[config.mk]
export PLATFORM = sky130hd
export DESIGN_NAME = node_info_cc_list_parser
export DESIGN_NICKNAME = d
export VERILOG_FILES = /design/src/hdl/nicc_pkg.sv /design/src/hdl/node_info_cc_list_parser.sv /design/src/hdl/nicc_front.sv /design/src/hdl/nicc_queue.sv /design/src/hdl/nicc_back.sv
export SDC_FILE = /design/constraint.sdc
export NUM_CORES = 1
export LEC_CHECK = 0
export BUFFER_PORTS_ARGS = -buffer_cell sky130_fd_sc_hd__clkbuf_2
export CAP_MARGIN = 20
export CORE_MARGIN = 4
export CORE_UTILIZATION = 43
export CTS_BUF_LIST = sky130_fd_sc_hd__clkbuf_8
export DETAILED_ROUTE_END_ITERATION = 8
export GPL_TIMING_DRIVEN = 0
export PLACE_DENSITY_LB_ADDON = 0.2
export SYNTH_ARGS = -nofsm -noshare
export SYNTH_HDL_FRONTEND = slang
export SYNTH_SLANG_ARGS = --single-unit
[constraint.sdc]
create_clock -name clk -period 3.9 [get_ports clk]
set_input_delay 0.78 -clock clk [delete_from_list [all_inputs] [get_ports clk]]
set_output_delay 0.78 -clock clk [all_outputs]
set_load 0.1 [all_outputs]
[src/hdl/nicc_pkg.sv]
// ----------------------------------------------------------------------------
// nicc_pkg
// Shared types and constants of the node info command class list parser.
// ----------------------------------------------------------------------------
package nicc_pkg;

  // configuration register indexes
  localparam logic [1:0] REG_CONTROL_MARK   = 2'd0;
  localparam logic [1:0] REG_EXTENDED_START = 2'd1;
  localparam logic [1:0] REG_TARGET_CLASS   = 2'd2;

  localparam logic [7:0]  CONTROL_MARK_RST   = 8'd239;
  localparam logic [7:0]  EXTENDED_START_RST = 8'd241;
  localparam logic [15:0] TARGET_CLASS_RST   = 16'd0;

  // list phase codes
  localparam logic [1:0] PH_SUPPORTED  = 2'd0;
  localparam logic [1:0] PH_CONTROLLED = 2'd1;
  localparam logic [1:0] PH_DONE       = 2'd2;

  localparam int CNT_W = 7;
  localparam logic [CNT_W-1:0] CNT_MAX = {CNT_W{1'b1}};

  localparam int QDEPTH = 2;

  // classified byte handed from front to back
  typedef struct packed {
    logic        class_valid;
    logic [15:0] class_id;
    logic        in_controlled;
    logic        truncated;
    logic        frame_end;
  } event_t;

  // queue handshake between front, queue and back
  typedef struct packed {
    logic valid;
    logic ready;
  } qlink_t;

endpackage

[src/hdl/node_info_cc_list_parser.sv]
// ----------------------------------------------------------------------------
// node_info_cc_list_parser
// Splits a node information frame into command class identifiers.
// ----------------------------------------------------------------------------
// Frame bytes come in on the slave stream, one per transfer, with tlast on
// the frame's last byte. Each completed class (8 bit, or 16 bit when its first
// byte is at or above extended_start) and each frame end produces one
// transfer on the master stream; other bytes produce none. tuser tells a
// class transfer from a bare frame close. The block takes one byte per
// clock while the queue has room: the classifier decides each byte
// combinationally from its own phase/pair state, and a two-entry queue
// feeds the result stage, so a byte is accepted even while a result waits
// to be taken. An event passes the queue, then the output register. The
// user must write configuration (cfg_we/cfg_addr/cfg_wdata) only while no
// frame is in flight; the block itself does not enforce this.
module node_info_cc_list_parser #(
  parameter int MAX_NIF_BYTES = 64
) (
  input  logic        clk,
  input  logic        rst,
  // configuration
  input  logic        cfg_we,
  input  logic [1:0]  cfg_addr,
  input  logic [15:0] cfg_wdata,
  // frame byte stream
  input  logic        s_axis_tvalid,
  output logic        s_axis_tready,
  input  logic [7:0]  s_axis_tdata,   // [7:0] frame_byte
  input  logic        s_axis_tlast,   // frame_end
  // class stream
  output logic        m_axis_tvalid,
  input  logic        m_axis_tready,
  // [15:0] class_id, [16] in_controlled, [17] is_target, [18] target_found,
  // [19] truncated, [26:20] supported_count, [33:27] controlled_count,
  // [39:34] zero
  output logic [39:0] m_axis_tdata,
  output logic        m_axis_tuser,   // class_valid
  output logic        m_axis_tlast    // frame_done
);

  // configuration registers
  logic [7:0]  control_mark;
  logic [7:0]  extended_start;
  logic [15:0] target_class;

  always_ff @(posedge clk) begin
    if (rst) begin
      control_mark   <= nicc_pkg::CONTROL_MARK_RST;
      extended_start <= nicc_pkg::EXTENDED_START_RST;
      target_class   <= nicc_pkg::TARGET_CLASS_RST;
    end else if (cfg_we) begin
      case (cfg_addr)
        nicc_pkg::REG_CONTROL_MARK:   control_mark   <= cfg_wdata[7:0];
        nicc_pkg::REG_EXTENDED_START: extended_start <= cfg_wdata[7:0];
        nicc_pkg::REG_TARGET_CLASS:   target_class   <= cfg_wdata;
        default: ;
      endcase
    end
  end

  nicc_pkg::qlink_t  qlink;
  nicc_pkg::event_t  front_ev, head_ev;
  logic              take, emit, pop;

  // stall input only when the queue has no room
  assign s_axis_tready = qlink.ready;
  assign take          = s_axis_tvalid && s_axis_tready;

  nicc_front #(
    .MAX_NIF_BYTES(MAX_NIF_BYTES)
  ) u_front (
    .clk           (clk),
    .rst           (rst),
    .take          (take),
    .frame_byte    (s_axis_tdata),
    .frame_end     (s_axis_tlast),
    .control_mark  (control_mark),
    .extended_start(extended_start),
    .emit          (emit),
    .ev            (front_ev)
  );

  nicc_queue u_queue (
    .clk    (clk),
    .rst    (rst),
    .push   (emit),
    .push_ev(front_ev),
    .pop    (pop),
    .link   (qlink),
    .head   (head_ev)
  );

  logic                       o_class_valid, o_in_ctl, o_is_target, o_found;
  logic                       o_trunc;
  logic [15:0]                o_class_id;
  logic [nicc_pkg::CNT_W-1:0] o_sup, o_ctl;

  nicc_back u_back (
    .clk              (clk),
    .rst              (rst),
    .q_valid          (qlink.valid),
    .ev               (head_ev),
    .target_class     (target_class),
    .pop              (pop),
    .out_ready        (m_axis_tready),
    .out_valid        (m_axis_tvalid),
    .out_class_valid  (o_class_valid),
    .out_class_id     (o_class_id),
    .out_in_controlled(o_in_ctl),
    .out_is_target    (o_is_target),
    .out_target_found (o_found),
    .out_frame_done   (m_axis_tlast),
    .out_truncated    (o_trunc),
    .out_supported    (o_sup),
    .out_controlled   (o_ctl)
  );

  assign m_axis_tdata = {6'b000000, o_ctl, o_sup, o_trunc, o_found, o_is_target,
                         o_in_ctl, o_class_id};
  assign m_axis_tuser = o_class_valid;

  // ---- assertions ----

  // queue never asked to take an event it has no room for
  a_no_overflow: assert property (@(posedge clk) disable iff (rst)
    emit |-> qlink.ready)
    else $error("event pushed into full queue");

  // a target hit only for a real class in the supported list, and it sets found
  a_hit_supported: assert property (@(posedge clk) disable iff (rst)
    (m_axis_tvalid && o_is_target) |-> (o_class_valid && !o_in_ctl && o_found))
    else $error("target hit outside supported list");

  // truncation only reported on a class-less frame close
  a_trunc_close: assert property (@(posedge clk) disable iff (rst)
    (m_axis_tvalid && o_trunc) |-> (m_axis_tlast && !o_class_valid))
    else $error("truncated flag on a non-closing result");

  // an event popped into the output is shown in the next cycle
  a_pop_shows: assert property (@(posedge clk) disable iff (rst)
    pop |=> m_axis_tvalid)
    else $error("popped event not presented");

endmodule

[src/hdl/nicc_front.sv]
// ----------------------------------------------------------------------------
// nicc_front
// Byte classifier: tracks list phase, pair high byte and frame position.
// ----------------------------------------------------------------------------
module nicc_front #(
  parameter int MAX_NIF_BYTES = 64
) (
  input  logic            clk,
  input  logic            rst,
  input  logic            take,          // byte accepted this cycle
  input  logic [7:0]      frame_byte,
  input  logic            frame_end,
  input  logic [7:0]      control_mark,
  input  logic [7:0]      extended_start,
  output logic            emit,          // event produced by this byte
  output nicc_pkg::event_t ev
);

  localparam int PW = $clog2(MAX_NIF_BYTES + 1);
  localparam logic [PW-1:0] POS_MAX = PW'(MAX_NIF_BYTES);

  logic [1:0]    list_phase, list_phase_next;
  logic          pending_high, pending_high_next;
  logic [7:0]    high_byte, high_byte_next;
  logic [PW-1:0] byte_count, byte_count_next;

  always_comb begin
    logic in_window;
    in_window = (byte_count < POS_MAX);
    list_phase_next   = list_phase;
    pending_high_next = pending_high;
    high_byte_next    = high_byte;
    byte_count_next   = in_window ? byte_count + PW'(1) : byte_count;
    ev.class_valid    = 1'b0;
    ev.class_id       = 16'h0000;
    ev.truncated      = 1'b0;
    ev.frame_end      = frame_end;

    if (list_phase != nicc_pkg::PH_DONE) begin
      if (pending_high) begin
        // second byte of a pair, taken as low byte unconditionally
        ev.class_id       = {high_byte, frame_byte};
        ev.class_valid    = 1'b1;
        pending_high_next = 1'b0;
        high_byte_next    = 8'h00;
      end else if (in_window) begin
        if (frame_byte == control_mark) begin
          list_phase_next = list_phase + 2'd1;
        end else if (frame_byte >= extended_start) begin
          if (frame_end) begin
            ev.truncated = 1'b1;
          end else begin
            pending_high_next = 1'b1;
            high_byte_next    = frame_byte;
          end
        end else begin
          ev.class_id    = {8'h00, frame_byte};
          ev.class_valid = 1'b1;
        end
      end
    end else begin
      pending_high_next = 1'b0;
    end

    ev.in_controlled = ev.class_valid ? (list_phase != nicc_pkg::PH_SUPPORTED)
                                      : (list_phase_next != nicc_pkg::PH_SUPPORTED);
    emit = take && (ev.class_valid || frame_end);
  end

  always_ff @(posedge clk) begin
    if (rst) begin
      list_phase   <= nicc_pkg::PH_SUPPORTED;
      pending_high <= 1'b0;
      high_byte    <= 8'h00;
      byte_count   <= '0;
    end else if (take) begin
      if (frame_end) begin
        list_phase   <= nicc_pkg::PH_SUPPORTED;
        pending_high <= 1'b0;
        high_byte    <= 8'h00;
        byte_count   <= '0;
      end else begin
        list_phase   <= list_phase_next;
        pending_high <= pending_high_next;
        high_byte    <= high_byte_next;
        byte_count   <= byte_count_next;
      end
    end
  end

endmodule

[src/hdl/nicc_queue.sv]
// ----------------------------------------------------------------------------
// nicc_queue
// Two-entry event queue between classifier and result stage.
// ----------------------------------------------------------------------------
module nicc_queue (
  input  logic             clk,
  input  logic             rst,
  input  logic             push,
  input  nicc_pkg::event_t push_ev,
  input  logic             pop,
  output nicc_pkg::qlink_t link,   // valid: entry waiting, ready: room left
  output nicc_pkg::event_t head
);

  localparam int AW = (nicc_pkg::QDEPTH > 1) ? $clog2(nicc_pkg::QDEPTH) : 1;
  localparam int CW = $clog2(nicc_pkg::QDEPTH + 1);
  localparam logic [CW-1:0] FULL = CW'(nicc_pkg::QDEPTH);
  localparam logic [AW-1:0] LAST = AW'(nicc_pkg::QDEPTH - 1);

  nicc_pkg::event_t entries [nicc_pkg::QDEPTH];
  logic [AW-1:0] wr_ptr, rd_ptr;
  logic [CW-1:0] count;
  logic          do_push, do_pop;

  assign link.valid = (count != '0);
  assign link.ready = (count != FULL);
  assign head       = entries[rd_ptr];
  assign do_push    = push && link.ready;
  assign do_pop     = pop && link.valid;

  always_ff @(posedge clk) begin
    if (do_push) begin
      entries[wr_ptr] <= push_ev;
    end
  end

  always_ff @(posedge clk) begin
    if (rst) begin
      wr_ptr <= '0;
      rd_ptr <= '0;
      count  <= '0;
    end else begin
      if (do_push) begin
        wr_ptr <= (wr_ptr == LAST) ? '0 : wr_ptr + AW'(1);
      end
      if (do_pop) begin
        rd_ptr <= (rd_ptr == LAST) ? '0 : rd_ptr + AW'(1);
      end
      case ({do_push, do_pop})
        2'b10:   count <= count + CW'(1);
        2'b01:   count <= count - CW'(1);
        default: count <= count;
      endcase
    end
  end

endmodule

[src/hdl/nicc_back.sv]
// ----------------------------------------------------------------------------
// nicc_back
// Result stage: per-list counts, target match and the output register.
// ----------------------------------------------------------------------------
module nicc_back (
  input  logic                       clk,
  input  logic                       rst,
  input  logic                       q_valid,
  input  nicc_pkg::event_t           ev,
  input  logic [15:0]                target_class,
  output logic                       pop,
  input  logic                       out_ready,
  output logic                       out_valid,
  output logic                       out_class_valid,
  output logic [15:0]                out_class_id,
  output logic                       out_in_controlled,
  output logic                       out_is_target,
  output logic                       out_target_found,
  output logic                       out_frame_done,
  output logic                       out_truncated,
  output logic [nicc_pkg::CNT_W-1:0] out_supported,
  output logic [nicc_pkg::CNT_W-1:0] out_controlled
);

  logic [nicc_pkg::CNT_W-1:0] supported_total, supported_total_next;
  logic [nicc_pkg::CNT_W-1:0] controlled_total, controlled_total_next;
  logic                       found_flag, found_flag_next;
  logic                       hit;

  assign pop = q_valid && (!out_valid || out_ready);

  always_comb begin
    supported_total_next  = supported_total;
    controlled_total_next = controlled_total;
    found_flag_next       = found_flag;
    hit                   = 1'b0;
    if (ev.class_valid) begin
      if (!ev.in_controlled) begin
        if (supported_total != nicc_pkg::CNT_MAX) begin
          supported_total_next = supported_total + nicc_pkg::CNT_W'(1);
        end
        if (ev.class_id == target_class) begin
          hit             = 1'b1;
          found_flag_next = 1'b1;
        end
      end else if (controlled_total != nicc_pkg::CNT_MAX) begin
        controlled_total_next = controlled_total + nicc_pkg::CNT_W'(1);
      end
    end
  end

  // payload register
  always_ff @(posedge clk) begin
    if (pop) begin
      out_class_valid   <= ev.class_valid;
      out_class_id      <= ev.class_id;
      out_in_controlled <= ev.in_controlled;
      out_is_target     <= hit;
      out_target_found  <= found_flag_next;
      out_frame_done    <= ev.frame_end;
      out_truncated     <= ev.truncated;
      out_supported     <= supported_total_next;
      out_controlled    <= controlled_total_next;
    end
  end

  always_ff @(posedge clk) begin
    if (rst) begin
      out_valid        <= 1'b0;
      supported_total  <= '0;
      controlled_total <= '0;
      found_flag       <= 1'b0;
    end else begin
      if (pop) begin
        out_valid <= 1'b1;
      end else if (out_ready) begin
        out_valid <= 1'b0;
      end
      if (pop) begin
        if (ev.frame_end) begin
          supported_total  <= '0;
          controlled_total <= '0;
          found_flag       <= 1'b0;
        end else begin
          supported_total  <= supported_total_next;
          controlled_total <= controlled_total_next;
          found_flag       <= found_flag_next;
        end
      end
    end
  end

endmodule

==> results.md <==
* Leak at 2.90 nW
* Clk root buf: clkbuf_8
* CP max stage delay at 0.84 ns
* EDFF count, synth at 76
* Longest Clk Path Bufs at 2
* Port-buffer cells at 68
* Worst slack, placed at -0.0302 ns
* FF-to-FF setup slack at 0.72 ns
* Final setup violation count at 0
* Max frequency at 0.294 GHz
* Antenna Nets Post-Route at 0
* Synthesis Warnings at 0
* Netlist Area Pre-Place at 0.00648 mm2
* Synthesis-to-finish area growth at 15.3%
* Initial Util at 44.2%
* Reg2Reg Capture Point: u_queue.entries[1][14]$_DFFE_PP_
* Setup CP Type: input pin to register
* Sequential area share after synthesis at 57.2%
* CTS H-tree lvls at 4
* Max Slew Vio Count at 0
* Placer Congestion at 0.861
* Clock Sinks at 147
* CP top delay family: compound AO/OA/AOI/OAI gates
* Detailed Place HPWL at 10300 um
* Worst path cell trace: clkbuf_2 > inv_1 > ha_1 > nand2b_1 > a2111oi_0 > o31ai_2 > o41ai_4 > and2_1
* Die width at 131 um
* Final Skew at 0.00782 ns
* Async S/R FF share, synth at 0%
* Post-Route Utilization at 51.0%
* Largest net degree at the start of global routing at 43
* DR vias/cell at 5.28
* Crit path max-delay cell type: and2_1
* DIE HEIGHT at 131 um
* Worst Setup Start Kind: input pin
* Hold Fails Final Rpt at 0
* Setup ws final at 0.499 ns
* Post-synthesis cell type count at 50
* # nets final at 712
* # DRC at 0
* CTS Hold Bufs at 0
* Post-synthesis sequential element count at 147
* Share of cells above drive strength 1 at 20.3%
* Grt total ovfl at 0
* Core area at 0.0146 mm2
* Placed Cells at 831
* Worst skew pair latency at 0.45 ns
* Cells after Synth at 574
* Post-CTS setup buffer count at 0
* Iteration-0 DRC Markers at 275
* Post-route cell area at 0.00747 mm2
* Post-CTS Resized at 0
* Worst Reg-to-Reg Cells at 6
* Top_reg_cell synth: edfxtp_1
* Final period util at 87.2%
* Final hold slack at 0.465 ns
* Post-route insts no fill at 863
* Total Wirelength at 14200 um
* Pin slew with the least headroom to its limit at 0.985 ns
* CP Data Arrival Time at 3.47 ns
* RSZ-0062 raised after global routing: no
* # diodes at 0
* Syn Area/Cell at 11.3 um2
* HP Start: extended_start[3]$_SDFFE_PP0P_
* Outcome: completed
* Vias in the first global route at 4420
* Post-DP Area at 0.00707 mm2
* Die ar. at 0.0171 mm2
* Via Count at 4554
* CTS tree: yes
* WHS Endpoint: extended_start[3]$_SDFFE_PP0P_
* CP Capture Type: register
* First-pass GRT wire length at 22300 um
* Inserted Clock Buffers at 17
* Reg-to-reg startpoint: extended_start[0]$_SDFFE_PP1P_
* Setup_tns at 0 ns
* Worst endpoint required time at 3.97 ns
* Ports at 76
* Overall power at 5.60 mW
* Worst vdd ir at 0.353 mV
* Initial antenna violation count at 0
* Max_slew headroom at 34.3%
* Worst path bufs/invs at 2
* Drt wl/cell at 16.4 um
* Cells on Worst Hold Path at 2
* Crit-path max FO at 20
* Largest area contributor in the netlist: edfxtp_1
* Hold Crit Class: register to register
* Yosys top cell area share at 35.2%
* PwrDens at 749 mW/mm2
* Synth top area cells: edfxtp_1, dfxtp_1, nand2_1
* Total Routing Usage GR at 17.1%
* Post-layout min period at 3.40 ns
* Pre-antenna DRT Iters at 5
* Clock transition at the registers of the reported paths at 0.07 ns
* Row count at 44
* Maxcap violations at 0
==> cell usage after synthesis, drive strengths merged (6+ instances only) <==
master	n
xor2	31
and2	21
nand2	75
and3	6
nor4	8
mux2	21
dfxtp	71
buf	18
nor2	30
a21oi	41
o21ai	16
xnor2	9
ha	14
inv	18
o211ai	6
mux2i	13
clkbuf	14
edfxtp	76
a221o	8
nor3	8
nand4	6
nand3	10
==> power by group <==
group          switching [mW]  leakage, nW  internal, mW
combinational            1.88         1.39         0.390
clock                   0.551        0.204         0.678
sequential             0.0975         1.31          2.01
total                    2.52         2.90          3.07
==> logic make-up (layout without fill, tap and decap cells) <==
group                    count (synthesis)  in the layout  synth area share (%)
buffers and inverters                   51            151                  3.59
multiplexers                            34             34                  5.66
adder cells (fa/ha/maj)                 14             14                  2.70
other                                    1              6                0.0579
AO/OA/AOI/OAI                           97             97                  10.9
flip-flops                             147            147                  57.2
XOR/XNOR                                40             40                  5.41
AND/OR/NAND/NOR                        190            190                  14.5
==> layout by cell type, fill, tap and decap left out, types with 4 or more instances in the layout <==
cell       instances
ha_1              14
dfxtp_1           71
a21oi_1           41
o211ai_1           6
clkbuf_2          68
nand3b_1           4
and4_1             5
nor2_1            30
clkbuf_8          17
nand2b_1           4
mux2_2            21
nand4_1            6
inv_1             17
xor2_1            31
clkinv_1           7
nand2_1           74
nor3_1             8
a22oi_1            5
buf_4             10
a32o_1             4
clkbuf_1          14
o21ai_0           16
a221o_1            8
bufinv_16          4
clkinv_2           4
conb_1             6
nor4_1             8
edfxtp_1          76
and3_1             6
buf_1              5
nand3_1           10
mux2i_1           13
xnor2_1            9
or3_1              5
and2_1            21
==> worst max path at each step <==
| stage | slack [ns] | start | end | cells past startpoint |
|---|---|---|---|---|
| after floorplan | 0.74 | s_axis_tdata[0] | u_queue.entries[0][0]$_DFFE_PP_ | 7 |
| after global placement | 0.11 | s_axis_tdata[0] | u_queue.entries[0][6]$_DFFE_PP_ | 8 |
| after detailed placement | -0.03 | s_axis_tdata[0] | u_queue.entries[0][12]$_DFFE_PP_ | 8 |
| after CTS | 0.47 | s_axis_tdata[0] | u_queue.entries[1][12]$_DFFE_PP_ | 8 |
| after global routing | 0.34 | s_axis_tdata[0] | u_queue.entries[0][14]$_DFFE_PP_ | 8 |
| final | 0.50 | s_axis_tdata[0] | u_queue.entries[1][14]$_DFFE_PP_ | 8 |
==> worst reg2reg max path: stages, from the launching register on <==
cell and delay [ns]:
dfxtp_1 0.37, ha_1 0.23, nand2b_1 0.14, a2111oi_0 0.60
o31ai_2 0.23, o41ai_4 0.39, and2_1 0.84
==> sequential cells by signal, summed over array words and instances (netlist names), 2 cells and up, named ones only <==
name and count:
u_back.supported_total 7, extended_start 8, u_front.byte_count 7, u_queue.count 2
u_queue.entries 40, u_back.out_supported 7, target_class 16, u_back.controlled_total 7
u_back.out_class_id 16, u_back.out_controlled 7, u_front.high_byte 8, control_mark 8
u_front.list_phase 2
==> layout make-up <==
class	instances	area [um2]
clock inverter	15	170
clock buffer	17	234
fill	1317	7170
sequential	147	3700
timing repair buffer	68	340
buffer	32	161
multi-input combinational	381	2560
tap	184	230
inverter	19	71.3
==> per-layer routing <==
metal	GRT usage, %	share of wire [%]
met1	22.2	46
met2	28.1	48
met3	3.62	4.0
met4	6.35	1.5
met5	0	0
No activity file was read; power rests on OpenSTA's default activity.
